## config.mk

```make
export PLATFORM = sky130hd
export DESIGN_NAME = bcd_ram
export DESIGN_NICKNAME = d
export VERILOG_FILES = /design/src/rtl/core/block_cache_directory_macros.svh /design/src/rtl/core/bcd_ram.sv
export SDC_FILE = /design/constraint.sdc
export NUM_CORES = 1
export LEC_CHECK = 0
export BUFFER_PORTS_ARGS = -buffer_cell sky130_fd_sc_hd__buf_4
export CAP_MARGIN = 15
export CORE_ASPECT_RATIO = 1.75
export CORE_MARGIN = 2
export CORE_UTILIZATION = 45
export DETAILED_ROUTE_END_ITERATION = 7
export PLACE_DENSITY = 0.63
export SLEW_MARGIN = 20
export SYNTH_ARGS = -nofsm -noshare
export SYNTH_HDL_FRONTEND = slang
export SYNTH_SLANG_ARGS = --single-unit
```

## constraint.sdc

```tcl
create_clock -name clk -period 3.18 [get_ports clk]
set_input_delay 0.954 -clock clk [delete_from_list [all_inputs] [get_ports clk]]
set_output_delay 0.954 -clock clk [all_outputs]
set_load 0.02 [all_outputs]
```

## src/rtl/core/block_cache_directory_macros.svh

```systemverilog
// Assertion macros shared by the block cache directory RTL
`ifndef BLOCK_CACHE_DIRECTORY_MACROS_SVH
`define BLOCK_CACHE_DIRECTORY_MACROS_SVH

// Invariant checked at every clock edge outside reset
`define BCD_ASSERT(lbl, prop, msg) \
  lbl: assert property (@(posedge clk) disable iff (!rst_n) (prop)) else $error(msg);

// Implication whose consequent is checked in the cycle after its condition
`define BCD_ASSERT_NEXT(lbl, cond, prop, msg) \
  lbl: assert property (@(posedge clk) disable iff (!rst_n) (cond) |=> (prop)) else $error(msg);

`endif

```

## src/rtl/core/bcd_ram.sv

```systemverilog
// Generic single write port RAM with registered read
module bcd_ram #(
  parameter int WIDTH = 8,
  parameter int DEPTH = 64
) (
  input  logic                                        clk,
  input  logic                                        wr_en,
  input  logic [((DEPTH > 1) ? $clog2(DEPTH) : 1)-1:0] wr_addr,
  input  logic [WIDTH-1:0]                            wr_data,
  input  logic [((DEPTH > 1) ? $clog2(DEPTH) : 1)-1:0] rd_addr,
  output logic [WIDTH-1:0]                            rd_data
);

  logic [WIDTH-1:0] mem_r [DEPTH];

  always_ff @(posedge clk) begin
    if (wr_en) begin
      mem_r[wr_addr] <= wr_data;
    end
    rd_data <= mem_r[rd_addr];
  end

endmodule

```

==> results by group <==
Run status
  – Status: completed

Critical path
  – WP data required: 3.61 ns
  – Setup crit end kind: flip-flop
  – Worst Setup SP: rd_addr[0]
  – Crit path launch type: input pin
  – Critical Path Fanout Max: 22
  – Crit path kind: in -> reg
  – R2R depth: 5
  – Worst path arrival time: 3.04 ns
  – Worst r2r src: mem_r[21][4]

Placed design
  – Final GP Congestion: 0.813
  – Placed insts: 1594
  – DPL Wire Length: 29.4 mm
  – Placed cell area: 21600 um^2
  – Port bufs: 29
  – DP Worst Slack: -0.0225 ns

Routing
  – Routed Antenna Nets: 0
  – DRC Markers: 0
  – Routed length per placed instance: 27.2 um
  – Vias post-DR: 9681
  – DR pass1 iterations: 5
  – Total routed wirelength: 45.4 mm
  – Via density: 5.80
  – Starting DRT DRC Count: 750

Pwr
  – Sw frac: 20.1%
  – Leakage power: 7.35 nW
  – VDD IR max: 0.349 mV
  – Part of the power in combinational logic: 5.4%
  – Net Switching: 2.77 mW
  – Clk pwr share: 39.5%
  – Power Dens Cells: 598 nW/um^2
  – Flop pwr share: 55.0%
  – Pint: 11.0 mW
  – Total Power: 13.8 mW

Clock tree
  – Max clock buf depth: 3
  – Clk sink count: 520
  – TritonCTS Buffers: 43
  – Number of H-tree levels: 2
  – CTS hold repair buffers: 0
  – CTS Root Cell: clkbuf_16
  – Worst skew pair latency: 0.55 ns
  – # Post-CTS Setup Buffers: 0
  – PostCTS Resize Cnt: 0
  – CTS tree: done
  – Reg clk slew, reported paths: 0.07 ns

Floorplanning
  – Die W: 164 um
  – Die height: 284 um
  – Std cell rows: 102
  – Core Area: 44300 um^2
  – Die ar.: 46600 um^2
  – Initial core utilization: 45.5%
  – IO Pins: 30

STA
  – Max-slew violations: 0
  – Slew @ Worst Pin: 0.750 ns
  – RSZ-0062 raised after global routing: no
  – Final hold vios: 0
  – Skew final: 0.0171 ns
  – Fmax: 384 MHz
  – Fin worst setup slack: 0.576 ns
  – Setup violators final: 0
  – Max_slew headroom: 50.0%
  – Fin Setup TNS: 0 ns
  – Fin crit share: 81.9%
  – Min Tclk post-route: 2.60 ns

Synth
  – Syn Nets: 962
  – Post-Synthesis Cells: 940
  – Post-synth top flop: edfxtp_1
  – Share of async-settable or async-resettable flops after synthesis: 0%
  – Mapped Area: 20200 um^2
  – Syn Area/Cell: 21.5 um^2
  – Library cells used by synthesis: 40
  – Yosys warns: 0
  – Seq/Total Area, Yosys: 77.0%
  – EDFF count, synth: 512
  – Yosys reg bits: 520

Layout
  – Share of cells above drive strength 1: 30.3%
  – Commonest non-fill, non-tap cell in the layout: edfxtp_1
  – Most frequent cells in the layout: 512 x edfxtp_1, 127 x buf_4, 126 x mux4_2
  – Fin nets: 1089
  – P&R area growth vs syn: 14.5%
  – Post-route cell area: 23100 um^2
  – Final non-filler cell total: 1670
  – Ant. Diodes: 0

Global routing
  – Global-route wire length before repair: 66.4 mm
  – Largest net degree at the start of global routing: 65
  – Overflow after GRT: 0
  – Vias in the first global route: 10.3k
  – Antenna violations before repair: 0
  – Total track usage: 20.0%

Min path
  – Worst Hold Launch: rd_addr[5]
  – Worst hold stages: 3
  – Min-Delay Path Class: in -> reg

Flow run
  – Number of max-cap violations: 0
[worst max-delay path: stages]
cell and delay, ns:
clkbuf_8 0.31, buf_12 0.22, buf_4 0.15, mux4_2 0.48
mux4_2 0.48, nor2_1 0.21, nor3_1 0.07, o2bb2ai_1 0.12
[routing by layer]
layer	track usage, %	vias to the layer above	share of wire (%)
met5	0	-	0
met1	22.6	5107	35
met3	2.16	101	4.2
li1	-	4162	-
met4	9.89	0	5.1
met2	37.0	311	56
[power groups by stage]
stage	Sequential, mW	Clock (mW)	Combinational [mW]
6_report	7.60	5.46	0.752
4_1_cts	7.60	5.57	0.766
3_5_place_dp	7.75	0	0.765
5_1_grt	7.60	5.79	0.800
3_3_place_gp	7.75	0	0.757
2_1_floorplan	7.76	0	0.404
[final timing paths]
check                to  slack, ns
max          rd_data[0]       0.58
min          rd_data[4]       0.79
max reg2reg  rd_data[4]       1.14
min reg2reg  rd_data[4]       0.85
[stage by stage]
stage,hold slack [ns],util (%)
after detailed placement,0.843,48.9
final,0.794,52.1
after CTS,0.763,52.1
after floorplan,0.718,-
after global routing,0.795,52.1
after global placement,0.828,48.9
[cells in the mapped netlist, drive strengths merged (2+ instances only)]
cell type  instances  area share (%)
a22oi              3            0.11
mux2              13            0.73
clkbuf            17            0.32
a2111oi            2           0.087
a221oi             6            0.26
nor3               7            0.17
o221ai             8            0.35
mux2i             23             1.1
nand2b             7            0.22
o32ai              2           0.087
nor2b             14            0.43
buf               34             1.3
nand3             13            0.32
nor4               2           0.062
o2111ai            3            0.13
o21a               2           0.074
a211oi             4            0.15
o22ai              8            0.25
o21ai              4           0.099
a21oi              3           0.074
nor2              83             1.5
nand3b             3            0.11
mux4             126              14
o41ai              2           0.087
nand4              2           0.062
o2bb2ai            3            0.13
dfxtp              8            0.79
nand2             19            0.35
edfxtp           512              76
o221a              2            0.11
[layout make-up]
type / instances / area [um^2]
clock buffer: 54 / 1160
clock inverter: 22 / 290
fill: 3402 / 21200
multi-input combinational: 369 / 4320
sequential: 520 / 15500
tap: 572 / 716
timing repair buffer: 133 / 1070
[registers in the layout, summed over array words and instances, names as in the netlist]
name,cells
mem_r,512
rd_data,8
[logic make-up (layout without fill, tap and decap cells)]
family | Yosys count | count (layout) | share of synthesized area (%)
flops | 520 | 520 | 77.0
mux | 162 | 162 | 15.9
simple gates | 153 | 153 | 3.39
compound gates | 54 | 54 | 2.07
buf+inv | 51 | 209 | 1.57
Power figures use the tool's default switching activity.
