==> src/rtl/core/block_cache_directory_macros.svh <==
// Assertion macros shared by the block cache directory RTL
`ifndef BLOCK_CACHE_DIRECTORY_MACROS_SVH
`define BLOCK_CACHE_DIRECTORY_MACROS_SVH

// Invariant checked at every clock edge outside reset
`define BCD_ASSERT(lbl, prop, msg) \
  lbl: assert property (@(posedge clk) disable iff (!rst_n) (prop)) else $error(msg);

// Implication whose consequent is checked in the cycle after its condition
`define BCD_ASSERT_NEXT(lbl, cond, prop, msg) \
  lbl: assert property (@(posedge clk) disable iff (!rst_n) (cond) |=> (prop)) else $error(msg);

`endif

==> src/rtl/core/bcd_pkg.sv <==
// Types and constants of the block cache directory
package bcd_pkg;

  localparam int NUM_SLOTS = 64;
  localparam int SLOT_W    = (NUM_SLOTS > 1) ? $clog2(NUM_SLOTS) : 1;
  localparam int CNT_W     = $clog2(NUM_SLOTS + 1);
  localparam int KEY_W     = 64;
  localparam int HITS_W    = 32;

  typedef enum logic [1:0] {
    KIND_FREE  = 2'd0,
    KIND_CLEAN = 2'd1,
    KIND_DIRTY = 2'd2
  } kind_t;

  typedef enum logic [2:0] {
    OP_INSERT = 3'd0,
    OP_LOAD   = 3'd1,
    OP_MODIFY = 3'd2,
    OP_FLUSH  = 3'd3,
    OP_CLEAR  = 3'd4
  } op_t;

  typedef enum logic [1:0] {
    STS_OK      = 2'd0,
    STS_NO_FREE = 2'd1,
    STS_CLEAN   = 2'd2,
    STS_ABSENT  = 2'd3
  } status_t;

  typedef enum logic [2:0] {
    S_IDLE,
    S_LOOK,
    S_EXEC,
    S_WALK1,
    S_WALK2,
    S_FIN
  } state_t;

  // passed from cell to cell
  typedef struct packed {
    logic cfound;
    logic dfound;
    logic tok;
  } link_t;

  // broadcast to every cell
  typedef struct packed {
    logic [KEY_W-1:0] key;
    logic             ins;
    logic             bump;
    logic             mk_dirty;
    logic             walk1;
    logic             walk2;
    logic             keep;
  } cell_cmd_t;

  typedef struct packed {
    logic              chit;
    logic              dhit;
    logic              wclean;
    logic              wdirty;
    logic [HITS_W-1:0] hits;
  } cell_stat_t;

endpackage

==> src/rtl/core/bcd_cell.sv <==
// One directory slot: kind, key and hit count, with lookup and walk links
module bcd_cell (
  input  logic                   clk,
  input  logic                   rst_n,
  input  bcd_pkg::cell_cmd_t     cmd,
  input  logic                   sel_a,
  input  logic                   sel_b,
  input  bcd_pkg::link_t         link_in,
  output bcd_pkg::link_t         link_out,
  output bcd_pkg::cell_stat_t    stat
);

  bcd_pkg::kind_t                  kind_r, kind_nxt;
  logic [bcd_pkg::KEY_W-1:0]       key_r, key_nxt;
  logic [bcd_pkg::HITS_W-1:0]      hits_r, hits_nxt;
  logic                            tok_r;
  logic                            key_eq;
  logic                            is_clean;
  logic                            is_dirty;

  assign key_eq   = (key_r == cmd.key);
  assign is_clean = (kind_r == bcd_pkg::KIND_CLEAN);
  assign is_dirty = (kind_r == bcd_pkg::KIND_DIRTY);

  assign link_out.cfound = link_in.cfound | (is_clean & key_eq);
  assign link_out.dfound = link_in.dfound | (is_dirty & key_eq);
  assign link_out.tok    = tok_r;

  assign stat.chit   = is_clean & key_eq & ~link_in.cfound;
  assign stat.dhit   = is_dirty & key_eq & ~link_in.dfound;
  assign stat.wclean = tok_r & is_clean;
  assign stat.wdirty = tok_r & is_dirty;
  assign stat.hits   = hits_r;

  always_comb begin
    kind_nxt = kind_r;
    key_nxt  = key_r;
    hits_nxt = hits_r;
    if (sel_a) begin
      if (cmd.ins) begin
        kind_nxt = bcd_pkg::KIND_CLEAN;
        key_nxt  = cmd.key;
        hits_nxt = bcd_pkg::HITS_W'(1);
      end else if (cmd.bump) begin
        hits_nxt = (hits_r == '1) ? hits_r : hits_r + bcd_pkg::HITS_W'(1);
        if (cmd.mk_dirty) begin
          kind_nxt = bcd_pkg::KIND_DIRTY;
        end
      end
    end
    if (sel_b) begin
      kind_nxt = bcd_pkg::KIND_FREE;
    end
    if (tok_r && cmd.walk1 && is_clean) begin
      kind_nxt = bcd_pkg::KIND_FREE;
    end
    if (tok_r && cmd.walk2 && is_dirty) begin
      kind_nxt = cmd.keep ? bcd_pkg::KIND_CLEAN : bcd_pkg::KIND_FREE;
    end
  end

  always_ff @(posedge clk) begin
    if (!rst_n) begin
      kind_r <= bcd_pkg::KIND_FREE;
      tok_r  <= 1'b0;
    end else begin
      kind_r <= kind_nxt;
      tok_r  <= link_in.tok;
    end
    key_r  <= key_nxt;
    hits_r <= hits_nxt;
  end

endmodule

==> config.mk <==
export PLATFORM = sky130hd
export DESIGN_NAME = bcd_cell
export DESIGN_NICKNAME = d
export VERILOG_FILES = /design/src/rtl/core/block_cache_directory_macros.svh /design/src/rtl/core/bcd_pkg.sv /design/src/rtl/core/bcd_cell.sv
export SDC_FILE = /design/constraint.sdc
export NUM_CORES = 1
export LEC_CHECK = 0
export ABC_AREA = 1
export BUFFER_PORTS_ARGS = -buffer_cell sky130_fd_sc_hd__buf_4
export CORE_AREA = 2 2 97 108
export DETAILED_ROUTE_END_ITERATION = 8
export DIE_AREA = 0 0 99 110
export GPL_TIMING_DRIVEN = 0
export PLACE_DENSITY = 0.8
export SETUP_SLACK_MARGIN = 0.3
export SLEW_MARGIN = 10
export SYNTH_ARGS = -nofsm -noshare
export SYNTH_HDL_FRONTEND = slang
export SYNTH_SLANG_ARGS = --single-unit
==> constraint.sdc <==
create_clock -name clk -period 3.7 [get_ports clk]
set_input_delay 0.185 -clock clk [delete_from_list [all_inputs] [get_ports clk]]
set_output_delay 0.185 -clock clk [all_outputs]
set_load 0.03 [all_outputs]
==> load_flow_metrics.sql, run 1 <==
INSERT INTO impl_metrics (metric_group, metric, value, unit) VALUES
('critical_path', 'crit_path_top_delay_cell', 'edfxtp_1', ''),
('clocking', 'cts.htree.levels', '3', ''),
('critical_path', 'critical-path-max-stage-delay', '410', 'ps'),
('cells_and_area', 'syn2layout_area_growth', '25.0', '%'),
('clocking', 'clk_pin_slew', '100', 'ps'),
('route', 'drc', '0', ''),
('logic_synthesis', 'synthDominantAreaCellType', 'edfxtp_1', ''),
('route', 'avgViaCountPerCell', '5.05', ''),
('power_and_ir_drop', 'p_leak', '3.11', 'nW'),
('floorplanning', 'die-area', '10900', 'µm²'),
('cells_and_area', 'antenna-diode-count', '0', ''),
('job', 'max_cap_viol_count', '0', ''),
('timing', 'hold_viol', '0', ''),
('timing', 'max_slew_headroom', '61.4', '%'),
('floorplanning', 'num_io_pins', '116', ''),
('logic_synthesis', 'area_share_of_the_largest_cell_type_after_synthesis', '54.4', '%'),
('timing', 'finalClockSkew', '9.54', 'ps'),
('hold_path', 'hold_path_class', 'input pin to flop', ''),
('route', 'route.vias.total', '4467', ''),
('route', 'wl_met2', '6200', 'µm'),
('timing', 'final.min_clock_period', '2280', 'ps'),
('floorplanning', 'start_util', '54.4', '%'),
('logic_synthesis', 'synthFlopType', 'edfxtp_1', ''),
('cells_and_area', 'layout-drive-gt1-share', '21.4', '%'),
('logic_synthesis', 'syn-num-nets', '702', ''),
('placed_design', 'hpwlAfterDp', '9140', 'µm'),
('logic_synthesis', 'netlist_area', '5300', 'µm²'),
('clocking', 'cts_buffer_depth', '2', ''),
('hold_path', 'holdPathStages', '1', ''),
('critical_path', 'startpoint_of_the_lowest_slack_register_to_register_path', 'hits_r[0]$_SDFFCE_PP1P_', ''),
('logic_synthesis', 'synth_cell_type_count', '36', ''),
('logic_synthesis', 'synth.avg_cell_area', '8.49', 'µm²'),
('route', 'post_drt_wl_per_cell', '13.8', 'µm'),
('clocking', 'post-cts-setup-buffer-count', '0', ''),
('cells_and_area', 'finalNetCount', '839', ''),
('critical_path', 'reg2reg_setup_slack', '1420', 'ps'),
('route', 'wl_final', '12200', 'µm'),
('global_route', 'grt_start_max_net_pins', '41', ''),
('critical_path', 'cp_data_arrival_time', '2400', 'ps'),
('clocking', 'clock-root-buffer', 'clkbuf_8', ''),
('power_and_ir_drop', 'ir_drop_worst_case_vdd', '178', 'µV'),
('clocking', 'numClockSinks', '99', ''),
('clocking', 'clock_latency', '360', 'ps'),
('logic_synthesis', 'netlist_top_cells_area', 'edfxtp_1 (54%), nand2_1 (12%), nor2_1 (8.4%)', ''),
('critical_path', 'critPathCaptureType', 'flop', ''),
('critical_path', 'critical_path.cell_chain', 'ha_1 -> nand2_2 -> nor3_2 -> nand3b_2 -> nor3_2 -> a31oi_4 -> buf_16', ''),
('logic_synthesis', 'yosysWarningCount', '0', ''),
('global_route', 'first_global_vias', '4305', ''),
('global_route', 'grt_first_pass_wirelength', '19500', 'µm'),
('route', 'topRoutingLayerUsed', 'met4', ''),
('critical_path', 'rr_worst_depth', '7', ''),
('logic_synthesis', 'top_post_synthesis_cells_by_count', 'nand2_1 (168), nor2_1 (119), inv_1 (113), edfxtp_1 (96), xor2_1 (21)', ''),
('floorplanning', 'die_x', '99', 'µm'),
('placed_design', 'io_buffers', '114', ''),
('logic_synthesis', 'postSynthCellCount', '624', ''),
('global_route', 'initial_antenna_violation_count', '0', ''),
('floorplanning', 'die_h', '110', 'µm'),
('global_route', 'globalRouteTotalUtil', '22.5', '%'),
('route', 'dr.pass1.iters', '6', ''),
('floorplanning', 'floorplan.core_area', '9750', 'µm²'),
('hold_path', 'min_delay_worst_endpoint', 'key_r[35]$_DFFE_PP_', ''),
('placed_design', 'gp_congestion', '0.905', ''),
('timing', 'worst_pin_slew', '579', 'ps'),
('clocking', 'clock_tree_from_tritoncts', 'yes', ''),
('critical_path', 'worst_flop_to_flop_path_endpoint', 'hits_r[0]$_SDFFCE_PP1P_', ''),
('route', 'drt.antenna.violating_nets', '0', ''),
('timing', 'fmaxAchievable', '438', 'MHz'),
('critical_path', 'most_used_cell_along_the_critical_path', 'nor3_2', ''),
('run_status', 'status', 'completed', ''),
('logic_synthesis', 'number_of_flops_mapped_to_enable_cells_by_yosys', '96', ''),
('logic_synthesis', 'ys_seq_elements', '99', '');
## critical path, delay by kind of cell (launching register included)
family,cells,cell delay [ps]
and+or+nand+nor,4,880
AOI/OAI and AO/OA,1,290
buffers and inverters,1,260
adders and majority gates,1,200
DFF,1,410
## cell families (layout without fill, tap and decap cells)
kind of cell	Yosys count	after routing	share of synthesized area (%)
flops	99	99	55.5
xor+xnor	21	21	3.47
fa+ha+maj	1	1	0.236
simple gates	341	341	28.0
compound gates	39	39	3.90
buf+inv	123	264	8.83
## what timing repair did
item | in CTS | in global routing
resized for setup | 0 | 0
hold buffers | 8 | 2
hold endpoints to repair | 8 | 2
## worst max path at each step
stage	slack, ps	to	cells after the start	startpoint
6_report	1420	hits_r[0]$_SDFFCE_PP1P_	7	hits_r[0]$_SDFFCE_PP1P_
3_5_place_dp	1410	hits_r[3]$_SDFFCE_PP0P_	7	hits_r[0]$_SDFFCE_PP1P_
4_1_cts	1390	hits_r[16]$_SDFFCE_PP0P_	7	hits_r[0]$_SDFFCE_PP1P_
3_3_place_gp	-120	hits_r[19]$_SDFFCE_PP0P_	6	hits_r[0]$_SDFFCE_PP1P_
2_1_floorplan	480	hits_r[0]$_SDFFCE_PP1P_	6	hits_r[0]$_SDFFCE_PP1P_
5_1_grt	1220	hits_r[17]$_SDFFCE_PP0P_	7	hits_r[0]$_SDFFCE_PP1P_
## state kept, by name, indices dropped and copies added (netlist names)
register	count
key_r	64
hits_r	32
kind_r	2
tok_r	1
## report_power, final
part	total, mW	switching [mW]	internal [mW]
Combinational	0.373	0.213	0.159
Sequential	1.36	0.0494	1.31
Clock	0.611	0.372	0.239
Total	2.35	0.634	1.71
## stage by stage
step	utilization (%)	instance area [µm²]	setup WS, ps	std cells	hold slack (ps)
2_1_floorplan	-	5300	477	624	278
3_3_place_gp	64.7	6310	-116	858	381
3_5_place_dp	65.3	6370	1410	860	381
4_1_cts	67.8	6610	1390	883	0.0152
5_1_grt	68.0	6630	1220	885	0.515
6_report	68.0	6630	1420	885	14.5
## cells in the final DEF, fill, tap and decap left out, drive strengths merged, types with 5 or more instances in the layout
cell type and instances:
nand2 172, nor2 125, buf 119, inv 117, edfxtp 96, xor2 21, o21ai 17, a21oi 16
nand3 16, nor3 14, clkbuf 12, dlygate4sd3 10, nand4 6, clkinv 5
## final cells by class
type	instances	area, µm²
inverter	118	444
tap	120	150
timing repair buffer	126	1000
clock inverter	5	31.3
fill	776	3120
buffer	5	23.8
sequential	99	2940
clock buffer	10	128
multi-input combinational	402	1900
## per-layer routing
metal  track usage [%]  up-vias
li1                  -     2238
met1              27.2     2027
met2              40.5      179
met3              3.91       23
met4              8.51        0
met5                 0        -
Note: power is estimated with default switching activity, not from simulation.
==> run 2: changes to the inputs <==
Clock period 3.7 ns to 2.33 ns, I/O delays scaled along.
==> run 2 against run 1 <==
Via count increased by 11%. Cell area is 13% higher. Clock-buffer cell count increased by 1. First-iteration DRC count grew 23%. Largest cell class unchanged. Setup slack got worse by 1200 ps. Sequential share of layout area decreased by 5.0 points. Utilization up 8.7 points. Power grew 70%. Non-clock buffer count grew 64. Register-to-register slack lost 1100 ps. Combinational power grew 97%. Largest power group unchanged.
==> load_flow_metrics.sql, run 2 (synthesized netlist as in run 1, its figures left out) <==
INSERT INTO impl_metrics (metric_group, metric, value, unit) VALUES
('cells_and_area', 'finish.cell_count_without_fillers', '951', ''),
('route', 'drt.antenna.violating_nets', '0', ''),
('cells_and_area', 'syn2layout_area_growth', '41.0', '%'),
('cells_and_area', 'reg.largest.list', 'key_r x64, hits_r x32, kind_r x2', ''),
('timing', 'report.final.slew_viol_count', '0', ''),
('clocking', 'clock-root-buffer', 'clkbuf_8', ''),
('clocking', 'cts_buffer_depth', '2', ''),
('timing', 'final.min_clock_period', '2070', 'ps'),
('critical_path', 'crit_path_end', 'stat[34]', ''),
('timing', 'max_slew_headroom', '27.0', '%'),
('clocking', 'numClockSinks', '99', ''),
('route', 'post_drt_wl_per_cell', '16.2', 'µm'),
('cells_and_area', 'registers.top_by_ff_count', 'key_r', ''),
('power_and_ir_drop', 'report.power.total', '3.99', 'mW'),
('clocking', 'number_of_cts_inserted_buffers', '9', ''),
('floorplanning', 'placement_rows', '38', ''),
('power_and_ir_drop', 'power-per-cell-area', '534', 'nW/µm²'),
('floorplanning', 'start_util', '54.4', '%'),
('run_status', 'status', 'completed', ''),
('clocking', 'cts.htree.levels', '3', ''),
('critical_path', 'startpoint_of_the_lowest_slack_register_to_register_path', 'hits_r[1]$_SDFFCE_PP0P_', ''),
('route', 'route.vias.total', '4961', ''),
('critical_path', 'critPathCaptureType', 'output pin', ''),
('timing', 'grt_setup_unrepaired', 'true', ''),
('critical_path', 'crit_required', '2210', 'ps'),
('hold_path', 'hold_path_class', 'input pin to flop', ''),
('cells_and_area', 'final_util', '76.7', '%'),
('global_route', 'grt_start_max_net_pins', '36', ''),
('route', 'drc', '0', ''),
('cells_and_area', 'finalNetCount', '905', ''),
('route', 'dr.pass1.iters', '5', ''),
('global_route', 'first_global_vias', '4914', ''),
('floorplanning', 'die-area', '10900', 'µm²'),
('job', 'max_cap_viol_count', '0', ''),
('global_route', 'final_global_route_overflow_total', '0', ''),
('route', 'drt_iter0_drc', '262', ''),
('cells_and_area', 'final_cell_mix', 'nand2_1 (164), buf_4 (117), inv_1 (112), nor2_1 (106), edfxtp_1 (96)', ''),
('critical_path', 'cp-startpoint', 'key_r[54]$_DFFE_PP_', ''),
('timing', 'post-route-period-util', '88.8', '%'),
('floorplanning', 'num_io_pins', '116', ''),
('timing', 'finalClockSkew', '2.62', 'ps'),
('critical_path', 'cp_data_arrival_time', '1950', 'ps'),
('global_route', 'globalRouteTotalUtil', '26.5', '%'),
('critical_path', 'rr_worst_depth', '7', ''),
('cells_and_area', 'antenna-diode-count', '0', ''),
('cells_and_area', 'layout-drive-gt1-share', '23.0', '%'),
('timing', 'worst_pin_slew', '1080', 'ps'),
('floorplanning', 'floorplan.core_area', '9750', 'µm²'),
('clocking', 'clock_tree_from_tritoncts', 'yes', ''),
('route', 'wl_final', '15400', 'µm'),
('route', 'avgViaCountPerCell', '5.22', ''),
('timing', 'setup_violations', '0', ''),
('cells_and_area', 'layout.cell_area.non_filler', '7470', 'µm²'),
('cells_and_area', 'number_of_flip_flops_in_the_largest_register', '64', ''),
('placed_design', 'io_buffers', '114', ''),
('timing', 'fmaxAchievable', '483', 'MHz'),
('cells_and_area', 'leading_cell_type_in_the_layout_fill_and_taps_excluded', 'nand2_1', ''),
('floorplanning', 'die_h', '110', 'µm'),
('clocking', 'clock_latency', '380', 'ps'),
('placed_design', 'hpwlAfterDp', '9120', 'µm'),
('placed_design', 'gp_congestion', '0.897', ''),
('placed_design', 'placed_cell_area', '6370', 'µm²'),
('power_and_ir_drop', 'p_leak', '3.48', 'nW'),
('power_and_ir_drop', 'ir_drop_worst_case_vdd', '315', 'µV'),
('global_route', 'grt_first_pass_wirelength', '22500', 'µm'),
('critical_path', 'path_max_fanout', '2', ''),
('clocking', 'clk_pin_slew', '90', 'ps'),
('timing', 'hold_viol', '0', ''),
('global_route', 'initial_antenna_violation_count', '0', ''),
('placed_design', 'dpl.cell_count', '859', ''),
('critical_path', 'critPathLaunchType', 'flop', ''),
('timing', 'worst_slack', '260', 'ps'),
('critical_path', 'worst_flop_to_flop_path_endpoint', 'hits_r[27]$_SDFFCE_PP0P_', ''),
('critical_path', 'setup.worst_path.class', 'flop to output pin', ''),
('floorplanning', 'die_x', '99', 'µm'),
('placed_design', 'placement.setup.worst_slack', '32.2', 'ps'),
('critical_path', 'reg2reg_setup_slack', '330', 'ps');
## run 2: where the power goes
part           switching (mW)  internal, mW
registers              0.0840          2.08
clock network           0.601         0.484
logic                   0.403         0.332
total                    1.09          2.90
## run 2: worst max-delay path, cell delays in order (launching register included)
cell and delay, ps:
edfxtp_1 430, nor2_1 140, nor2_1 60, nor2_1 100, nand2_1 100, nor2_2 120, nand2_1 100, nor2_4 140
nand3_2 130, nor2_2 100, buf_4 160
## run 2: cell type report
class / count / area [µm²]
Sequential cell: 99 / 2940
Fill cell: 592 / 2270
Multi-Input combinational cell: 404 / 2080
Timing Repair Buffer: 190 / 1660
Inverter: 118 / 448
Tap cell: 120 / 150
Clock buffer: 11 / 131
Clock inverter: 4 / 42.5
Buffer: 5 / 23.8
## run 2: worst min-delay path by stage
stage	from	to	slack, ps	depth (start not counted)
2_1_floorplan	rst_n	tok_r$_SDFF_PN0_	210	2
3_3_place_gp	link_in[0]	tok_r$_SDFF_PN0_	310	3
3_5_place_dp	cmd[14]	key_r[8]$_DFFE_PP_	310	1
4_1_cts	cmd[0]	kind_r[0]$_SDFFE_PN0P_	10	3
5_1_grt	cmd[0]	kind_r[0]$_SDFFE_PN0P_	20	3
6_report	cmd[0]	kind_r[0]$_SDFFE_PN0P_	20	3
## run 2: metrics by stage
| stage | hold slack, ps | setup TNS [ps] |
|---|---|---|
| 2_1_floorplan | 210 | 0 |
| 3_3_place_gp | 310 | -11280 |
| 3_5_place_dp | 313 | 0 |
| 4_1_cts | 14.2 | 0 |
| 5_1_grt | 20.6 | 0 |
| 6_report | 19.1 | 0 |
## run 2: layer usage
| layer | wire length [µm] | global-route usage [%] |
|---|---|---|
| met2 | 8100 | 48.5 |
| met1 | 5820 | 29.7 |
| met5 | 0 | 0 |
| met4 | 574 | 14.7 |
| met3 | 924 | 3.91 |
## run 2: repair_timing
item,CTS,global route
pin swaps,1,19
hold buffers,68,0
endpoints found under the hold margin,67,0
endpoints found under the setup margin,32,37
setup buffers,1,5
gates resized for setup,2,33
gates cloned,1,2
